==> config.mk <==
export PLATFORM = sky130hd
export DESIGN_NAME = indexed_list_engine_core
export DESIGN_NICKNAME = d
export VERILOG_FILES = /design/src/rtl/core/ile_pkg.sv /design/src/rtl/core/indexed_list_engine_core.sv /design/src/rtl/core/ile_ctrl.sv /design/src/rtl/core/ile_dpath.sv
export SDC_FILE = /design/constraint.sdc
export NUM_CORES = 2
export LEC_CHECK = 0
export BUFFER_PORTS_ARGS = -buffer_cell sky130_fd_sc_hd__buf_4
export CAP_MARGIN = 20
export CORE_MARGIN = 10
export CORE_UTILIZATION = 43
export CTS_CLUSTER_DIAMETER = 30
export DETAILED_ROUTE_END_ITERATION = 10
export HOLD_SLACK_MARGIN = 0.08
export PLACE_DENSITY = 0.59
export RECOVER_POWER = 100
export SLEW_MARGIN = 10
export SYNTH_ARGS = -nofsm -noshare
export SYNTH_HDL_FRONTEND = slang
export SYNTH_SLANG_ARGS = --single-unit
==> constraint.sdc <==
create_clock -name aclk -period 16.5 [get_ports aclk]
set_clock_uncertainty 0.05 [all_clocks]
set_input_delay 1.65 -clock aclk [delete_from_list [all_inputs] [get_ports aclk]]
set_output_delay 1.65 -clock aclk [all_outputs]
set_load 0.01 [all_outputs]
==> src/rtl/core/ile_pkg.sv <==
`default_nettype none
// ----------------------------------------------------------------------------
// ile_pkg
// Shared types and codes of the indexed list engine.
// ----------------------------------------------------------------------------
package ile_pkg;

    localparam int unsigned CAPACITY_DEF = 64;

    localparam int unsigned FUNC_W   = 3;
    localparam int unsigned POS_W    = 7;
    localparam int unsigned VALUE_W  = 32;
    localparam int unsigned STATUS_W = 2;
    localparam int unsigned LEN_W    = 7;

    localparam int unsigned S_TDATA_W = 48;
    localparam int unsigned M_TDATA_W = 48;

    localparam logic [FUNC_W-1:0] OP_READ   = 3'd0;
    localparam logic [FUNC_W-1:0] OP_HEAD   = 3'd1;
    localparam logic [FUNC_W-1:0] OP_TAIL   = 3'd2;
    localparam logic [FUNC_W-1:0] OP_AT     = 3'd3;
    localparam logic [FUNC_W-1:0] OP_DELETE = 3'd4;

    localparam logic [STATUS_W-1:0] ST_DONE  = 2'd0;
    localparam logic [STATUS_W-1:0] ST_RANGE = 2'd1;
    localparam logic [STATUS_W-1:0] ST_FULL  = 2'd2;

    localparam logic [VALUE_W-1:0] READ_MISS_VALUE = '1;

    typedef enum logic [1:0] {
        ACT_NONE,
        ACT_READ,
        ACT_INS,
        ACT_DEL
    } act_t;

    typedef enum logic [2:0] {
        S_IDLE,
        S_EXEC,
        S_SHIFT_RD,
        S_SHIFT_WR,
        S_COMMIT,
        S_FINISH
    } state_t;

    typedef struct packed {
        logic latch_in;
        logic decide;
        logic rd_pos;
        logic rd_shift;
        logic wr_shift;
        logic commit;
        logic load_out;
    } cmd_t;

    typedef struct packed {
        act_t act;
        logic need_shift;
        logic more;
        logic out_free;
    } sts_t;

endpackage
`default_nettype wire

==> src/rtl/core/indexed_list_engine_core.sv <==
// Flow: read and rejected requests go from decide straight to the result;
// insert/delete first move N elements (each move is a read then a write),
// then commit. One word in flight: a new word is taken only after the result
// of the last one is loaded, which waits while the output register is full.
// Reset: synchronous, active low; clears length and handshake state only,
// element memory keeps its contents and is undefined until written.
`default_nettype none
// ----------------------------------------------------------------------------
// indexed_list_engine_core
// Ordered list of signed words with read, insert and delete by position.
// ----------------------------------------------------------------------------
module indexed_list_engine_core
    import ile_pkg::*;
#(
    parameter int unsigned CAPACITY = CAPACITY_DEF
) (
    input  wire logic                 aclk,
    input  wire logic                 aresetn,
    input  wire logic                 s_tvalid,
    output logic                      s_tready,
    input  wire logic [S_TDATA_W-1:0] s_tdata,  // func[2:0], position[9:3], value[41:10]
    output logic                      m_tvalid,
    input  wire logic                 m_tready,
    output logic      [M_TDATA_W-1:0] m_tdata   // read_value[31:0], status[33:32], length[40:34]
);

    cmd_t cmd;
    sts_t sts;

    ile_ctrl u_ctrl (
        .aclk     (aclk),
        .aresetn  (aresetn),
        .s_tvalid (s_tvalid),
        .s_tready (s_tready),
        .sts      (sts),
        .cmd      (cmd)
    );

    ile_dpath #(
        .CAPACITY (CAPACITY)
    ) u_dpath (
        .aclk     (aclk),
        .aresetn  (aresetn),
        .s_tdata  (s_tdata),
        .m_tvalid (m_tvalid),
        .m_tready (m_tready),
        .m_tdata  (m_tdata),
        .cmd      (cmd),
        .sts      (sts)
    );

endmodule
`default_nettype wire

==> src/rtl/core/ile_ctrl.sv <==
`default_nettype none
// ----------------------------------------------------------------------------
// ile_ctrl
// Sequencer: accept a word, decide, walk the shift loop, commit, emit result.
// ----------------------------------------------------------------------------
module ile_ctrl
    import ile_pkg::*;
(
    input  wire logic aclk,
    input  wire logic aresetn,
    input  wire logic s_tvalid,
    output logic      s_tready,
    input  wire sts_t sts,
    output cmd_t      cmd
);

    state_t state_reg;
    state_t state_next;

    always_ff @(posedge aclk) begin
        if (!aresetn) begin
            state_reg <= S_IDLE;
        end else begin
            state_reg <= state_next;
        end
    end

    always_comb begin
        state_next = state_reg;
        case (state_reg)
            S_IDLE: begin
                if (s_tvalid) state_next = S_EXEC;
            end
            S_EXEC: begin
                case (sts.act)
                    ACT_INS, ACT_DEL: begin
                        state_next = sts.need_shift ? S_SHIFT_RD : S_COMMIT;
                    end
                    default: begin
                        state_next = S_FINISH;
                    end
                endcase
            end
            S_SHIFT_RD: begin
                state_next = S_SHIFT_WR;
            end
            S_SHIFT_WR: begin
                state_next = sts.more ? S_SHIFT_RD : S_COMMIT;
            end
            S_COMMIT: begin
                state_next = S_FINISH;
            end
            S_FINISH: begin
                if (sts.out_free) state_next = S_IDLE;
            end
            default: begin
                state_next = S_IDLE;
            end
        endcase
    end

    always_comb begin
        cmd      = '0;
        s_tready = 1'b0;
        case (state_reg)
            S_IDLE: begin
                s_tready     = 1'b1;
                cmd.latch_in = s_tvalid;
            end
            S_EXEC: begin
                cmd.decide = 1'b1;
                cmd.rd_pos = (sts.act == ACT_READ);
            end
            S_SHIFT_RD: begin
                cmd.rd_shift = 1'b1;
            end
            S_SHIFT_WR: begin
                cmd.wr_shift = 1'b1;
            end
            S_COMMIT: begin
                cmd.commit = 1'b1;
            end
            S_FINISH: begin
                cmd.load_out = sts.out_free;
            end
            default: begin
                cmd = '0;
            end
        endcase
    end

endmodule
`default_nettype wire

==> src/rtl/core/ile_dpath.sv <==
`default_nettype none
// ----------------------------------------------------------------------------
// ile_dpath
// Element memory, length counter, shift index and result register.
// ----------------------------------------------------------------------------
module ile_dpath
    import ile_pkg::*;
#(
    parameter int unsigned CAPACITY = CAPACITY_DEF
) (
    input  wire logic                  aclk,
    input  wire logic                  aresetn,
    input  wire logic [S_TDATA_W-1:0]  s_tdata,  // func, position, value
    output logic                       m_tvalid,
    input  wire logic                  m_tready,
    output logic      [M_TDATA_W-1:0]  m_tdata,  // read_value, status, length
    input  wire cmd_t                  cmd,
    output sts_t                       sts
);

    localparam int unsigned AW   = (CAPACITY > 1) ? $clog2(CAPACITY) : 1;
    localparam int unsigned CW   = $clog2(CAPACITY + 1);
    localparam int unsigned CMPW = (CW > POS_W) ? CW : POS_W;
    localparam int unsigned OUT_USED = VALUE_W + STATUS_W + LEN_W;

    logic [VALUE_W-1:0] elem_mem [CAPACITY];
    logic [VALUE_W-1:0] rdata_reg;

    logic [CW-1:0]       count_reg;
    logic [FUNC_W-1:0]   func_reg;
    logic [POS_W-1:0]    pos_reg;
    logic [VALUE_W-1:0]  val_reg;
    logic [CW-1:0]       idx_reg;
    logic [CW-1:0]       at_reg;
    logic                del_reg;
    act_t                act_reg;
    logic [STATUS_W-1:0] st_reg;

    logic                 out_valid_reg;
    logic [OUT_USED-1:0]  out_data_reg;

    logic [CMPW-1:0]     pos_ext;
    logic [CMPW-1:0]     cnt_ext;
    logic [CMPW-1:0]     at_ext;
    act_t                act;
    logic [STATUS_W-1:0] st;
    logic                need_shift;
    logic [CW-1:0]       src_idx;
    logic                more;
    logic                mem_we;
    logic [AW-1:0]       mem_waddr;
    logic [VALUE_W-1:0]  mem_wdata;
    logic                mem_re;
    logic [AW-1:0]       mem_raddr;
    logic [VALUE_W-1:0]  res_value;

    assign pos_ext = CMPW'(pos_reg);
    assign cnt_ext = CMPW'(count_reg);

    always_comb begin
        act        = ACT_NONE;
        st         = ST_RANGE;
        need_shift = 1'b0;
        at_ext     = pos_ext;
        case (func_reg)
            OP_READ: begin
                if (pos_ext < cnt_ext) begin
                    act = ACT_READ;
                    st  = ST_DONE;
                end
            end
            OP_HEAD, OP_TAIL, OP_AT: begin
                if (func_reg == OP_HEAD) begin
                    at_ext = '0;
                end else if (func_reg == OP_TAIL) begin
                    at_ext = cnt_ext;
                end
                if (at_ext > cnt_ext) begin
                    st = ST_RANGE;
                end else if (cnt_ext >= CMPW'(CAPACITY)) begin
                    st = ST_FULL;
                end else begin
                    act        = ACT_INS;
                    st         = ST_DONE;
                    need_shift = (cnt_ext > at_ext);
                end
            end
            OP_DELETE: begin
                if (pos_ext < cnt_ext) begin
                    act        = ACT_DEL;
                    st         = ST_DONE;
                    need_shift = ((CMPW + 1)'(pos_ext) + (CMPW + 1)'(1))
                                 < (CMPW + 1)'(cnt_ext);
                end
            end
            default: begin
                act = ACT_NONE;
                st  = ST_RANGE;
            end
        endcase
    end

    assign src_idx = del_reg ? (idx_reg + CW'(1)) : (idx_reg - CW'(1));
    assign more    = del_reg
        ? (((CW + 1)'(idx_reg) + (CW + 1)'(2)) < (CW + 1)'(count_reg))
        : ((CW + 1)'(idx_reg) > ((CW + 1)'(at_reg) + (CW + 1)'(1)));

    assign sts.act        = act;
    assign sts.need_shift = need_shift;
    assign sts.more       = more;
    assign sts.out_free   = !out_valid_reg || m_tready;

    always_ff @(posedge aclk) begin
        if (cmd.latch_in) begin
            func_reg <= s_tdata[FUNC_W-1:0];
            pos_reg  <= s_tdata[FUNC_W +: POS_W];
            val_reg  <= s_tdata[FUNC_W + POS_W +: VALUE_W];
        end
        if (cmd.decide) begin
            act_reg <= act;
            st_reg  <= st;
            del_reg <= (act == ACT_DEL);
            at_reg  <= CW'(at_ext);
            idx_reg <= (act == ACT_INS) ? count_reg : CW'(pos_ext);
        end else if (cmd.wr_shift) begin
            idx_reg <= src_idx;
        end
    end

    // element memory: one write port, one registered read port
    assign mem_we    = cmd.wr_shift || (cmd.commit && act_reg == ACT_INS);
    assign mem_waddr = cmd.wr_shift ? AW'(idx_reg) : AW'(at_reg);
    assign mem_wdata = cmd.wr_shift ? rdata_reg : val_reg;
    assign mem_re    = cmd.rd_pos || cmd.rd_shift;
    assign mem_raddr = cmd.rd_shift ? AW'(src_idx) : AW'(pos_ext);

    always_ff @(posedge aclk) begin
        if (mem_we) begin
            elem_mem[mem_waddr] <= mem_wdata;
        end
        if (mem_re) begin
            rdata_reg <= elem_mem[mem_raddr];
        end
    end

    always_ff @(posedge aclk) begin
        if (!aresetn) begin
            count_reg <= '0;
        end else if (cmd.commit) begin
            if (act_reg == ACT_INS) begin
                count_reg <= count_reg + CW'(1);
            end else if (act_reg == ACT_DEL) begin
                count_reg <= count_reg - CW'(1);
            end
        end
    end

    always_comb begin
        if (act_reg == ACT_READ) begin
            res_value = rdata_reg;
        end else if (func_reg == OP_READ) begin
            res_value = READ_MISS_VALUE;
        end else begin
            res_value = '0;
        end
    end

    always_ff @(posedge aclk) begin
        if (!aresetn) begin
            out_valid_reg <= 1'b0;
        end else if (cmd.load_out) begin
            out_valid_reg <= 1'b1;
        end else if (m_tready) begin
            out_valid_reg <= 1'b0;
        end
    end

    always_ff @(posedge aclk) begin
        if (cmd.load_out) begin
            out_data_reg <= {LEN_W'(CMPW'(count_reg)), st_reg, res_value};
        end
    end

    assign m_tvalid = out_valid_reg;
    assign m_tdata  = M_TDATA_W'(out_data_reg);

endmodule
`default_nettype wire

==> results.yml <==
setup_path:
  critPathMostFrequentCell: "clkbuf_1"
  required_ns: 17.24
  path_cells: "inv_1 > ha_1 > a211o_1 > and2_1 > o31ai_4 > buf_12 > clkbuf_1 > clkbuf_1 > nor2_1 > a311oi_1 > nor3_1 > a2111oi_0 > and3_1"
  critPathMaxFanout: 135
  cp-end-kind: "flip-flop"
  slowest_delay_ns: 2.40
  slowest_stage: "clkbuf_1"
  critPathTopFamily: "buffers and inverters"
  crit_buf_inv: 4
  path_class: "reg -> reg"
  critPathLaunchType: "flip-flop"
  worstPathArrival_ns: 11.41
yosys:
  avgSynthCellArea_um2: 14.3
  yosysTopAreaCellShare_pct: 74.9
  ys_types: 70
  synth_flop_cell: "edfxtp_1"
  synth.area.top_cells: "edfxtp_1 75%, nand2_1 6.3%, nand3_1 3.1%"
  synth_enable_flop_cells: 2182
  synth_top_area_cell: "edfxtp_1"
  ys_async_sr_fraction_pct: 0
  synthCells: 6097
  syn-cell-area_um2: 87500
  ys_warn_count: 0
  yosysSeqAreaShare_pct: 75.2
  synth-seq-cells: 2193
power:
  power_density_nw_per_um2: 163
  p_leak_nw: 36.3
  peakVddDrop_uv: 112
  p_total_mw: 17.3
place:
  place_area_um2: 92100
  portBuffers: 88
  place_hpwl_mm: 128
  gp_congestion: 0.838
detailed_routing:
  ant_nets: 0
  drt_first_iter_violations: 6869
  drt_first_pass_iters: 9
  met3_length_mm: 25.2
  vias_per_cell: 5.73
  wl_met2_mm: 111
  met1Wirelength_mm: 104
  drc: 0
  highest_layer: "met5"
  routed_wl_mm: 252
  routedWlPerCell_um: 26.5
  via_count: 54400
die:
  start_util_pct: 43.2
  die_y_um: 471
  die_x_um: 471
  rows: 165
  die_area_um2: 222000
  fp.coreArea_um2: 202000
  ios: 102
clock_network:
  cts.sinks: 2193
  cts_root_buffer: "clkbuf_16"
  postCtsSetupBuffers: 0
  post_cts_resized: 0
  cts_buffers: 443
  hold_buffers: 0
  clockBufferDepth: 4
  cts.clk_slew.worst_paths_ns: 0.05
  htreeDepth: 5
  clk-insertion-delay-late_ns: 1.00
  cts_tree: "done"
sta:
  drv_slew: 4728
  fmax_mhz: 93.7
  setup_tns_ns: 0
  worstMarginPinSlew_ns: 3.94
  setup_viol: 0
  final_hold_viol_count: 0
  relSlewSlack_pct: -163
  rsz0062_at_grt: "no"
  layout_min_cycle_time_ns: 10.67
  fin_crit_sh_pct: 64.7
grt:
  grt_first_pass_wirelength_mm: 362
  grt.overflow.total: 0
  grt_pass1_vias: 52500
  antenna_found_initial: 14
  grt_usage_pct: 22.0
  grt_max_degree: 169
finish:
  area_delta_synth_final_pct: 21.7
  drive_gt1_share_pct: 15.5
  largest_reg_flops: 2048
  finish.instance_area_um2: 106000
  nFillCells: 16300
  num-nets-final: 6547
min_path:
  hold_class: "reg -> reg"
run_status:
  status: "finished with violations"
  violations: "max-capacitance violations, max-slew violations"
flow_run:
  maxCapViolCount: 121
cells in the final DEF (no fill, tap or decap), types with 17 or more instances in the layout:
cell / Yosys / layout
a32oi_1: 123 / 123
nor4_1: 67 / 47
mux2_2: 99 / 92
mux4_2: 63 / 63
clkinv_1: 0 / 61
a311oi_1: 64 / 64
nor2_1: 165 / 109
nand2_1: 1474 / 1473
clkbuf_1: 187 / 218
ha_1: 45 / 45
buf_4: 10 / 66
a2111oi_0: 35 / 27
nor3_1: 38 / 37
clkbuf_16: 0 / 447
clkbuf_4: 0 / 34
xnor2_1: 17 / 17
clkinv_4: 0 / 20
inv_6: 0 / 27
inv_1: 27 / 27
and3_1: 37 / 37
nand3_1: 548 / 542
nor4_2: 0 / 20
mux2i_1: 138 / 136
clkinvlp_4: 0 / 45
bufinv_16: 0 / 73
clkinv_2: 0 / 66
and2_1: 39 / 36
a21boi_0: 34 / 34
a21o_1: 47 / 47
nor2_4: 0 / 56
a21oi_1: 288 / 288
edfxtp_1: 2182 / 2182
a211oi_1: 39 / 39
worst paths after layout:
| path | startpoint | endpoint | slack, ns | cells past startpoint |
|---|---|---|---|---|
| setup reg to reg | u_dpath.del_reg$_DFFE_PP_ | u_dpath.rdata_reg[6]$_DFFE_PP_ | 5.83 | 13 |
| hold / removal | u_dpath.st_reg[1]$_DFFE_PP_ | u_dpath.out_data_reg[33]$_DFFE_PP_ | 0.37 | 0 |
| setup / recovery | u_dpath.del_reg$_DFFE_PP_ | u_dpath.rdata_reg[6]$_DFFE_PP_ | 5.83 | 13 |
| hold reg to reg | u_dpath.st_reg[1]$_DFFE_PP_ | u_dpath.out_data_reg[33]$_DFFE_PP_ | 0.37 | 0 |
cell families (layout without fill, tap and decap cells):
family,count (synthesis),after routing,share of synthesized area (%)
buffers and inverters,405,1103,2.02
DFF,2193,2193,75.2
AOI/OAI and AO/OA,704,704,5.56
muxes,300,300,4.48
adders and majority gates,47,47,0.689
other,1,21,0.00429
xor gates and xnor gates,26,26,0.260
and+or+nand+nor,2421,2421,11.8
stage by stage:
stage          worst slack (ns)  utilization [%]  cells  hold WS (ns)
2_1_floorplan             10.81                -   6103         0.350
3_3_place_gp               9.71             45.5   8666         0.359
3_5_place_dp               9.65             45.5   8669         0.358
4_1_cts                    9.58             53.0   9467         0.366
5_1_grt                    5.18             52.6   9480         0.379
6_report                   5.83             52.6   9487         0.365
synth_stat cells, types with 5 or more instances:
cell and number:
edfxtp_1 2182, nand2_1 1474, nand3_1 548, a21oi_1 288
clkbuf_1 187, nor2_1 165, mux2i_1 138, buf_2 133
a32oi_1 123, mux2_2 99, nor4_1 67, a311oi_1 64
mux4_2 63, a21o_1 47, ha_1 45, buf_1 42
a211oi_1 39, and2_1 39, nor3_1 38, and3_1 37
a2111oi_0 35, a21boi_0 34, inv_1 27, xnor2_1 17
nor2b_1 15, o21ai_0 15, nand2b_1 12, dfxtp_1 11
buf_4 10, a221oi_1 9, xor2_1 9, nand4_1 8
a31oi_1 7, o21a_1 7, buf_6 6, nand3b_1 5
o31ai_1 5
routing by layer:
layer | track usage (%) | vias to the layer above
li1 | - | 23800
met5 | 0 | -
met1 | 31.1 | 27300
met2 | 33.1 | 2803
met3 | 4.38 | 442
met4 | 9.54 | 2
cell type report:
class                      count  area [um^2]  share of cell area [%]
multi-input combinational   3505        20700                    19.4
timing repair buffer         278         1550                    1.46
clock inverter               300         3610                    3.39
clock buffer                 498        11400                    10.7
inverter                      27          101                  0.0952
antenna                       14         35.0                  0.0329
tap                         2672         3340                    3.14
sequential                  2193        65700                    61.8
report_power, final:
part / switching, mW / internal, mW / total, mW
Sequential: 0.0666 / 6.44 / 6.50
Clock: 2.85 / 6.06 / 8.91
Combinational: 1.37 / 0.537 / 1.91
Total: 4.29 / 13.0 / 17.3
Note: power is estimated with default switching activity, not from simulation.
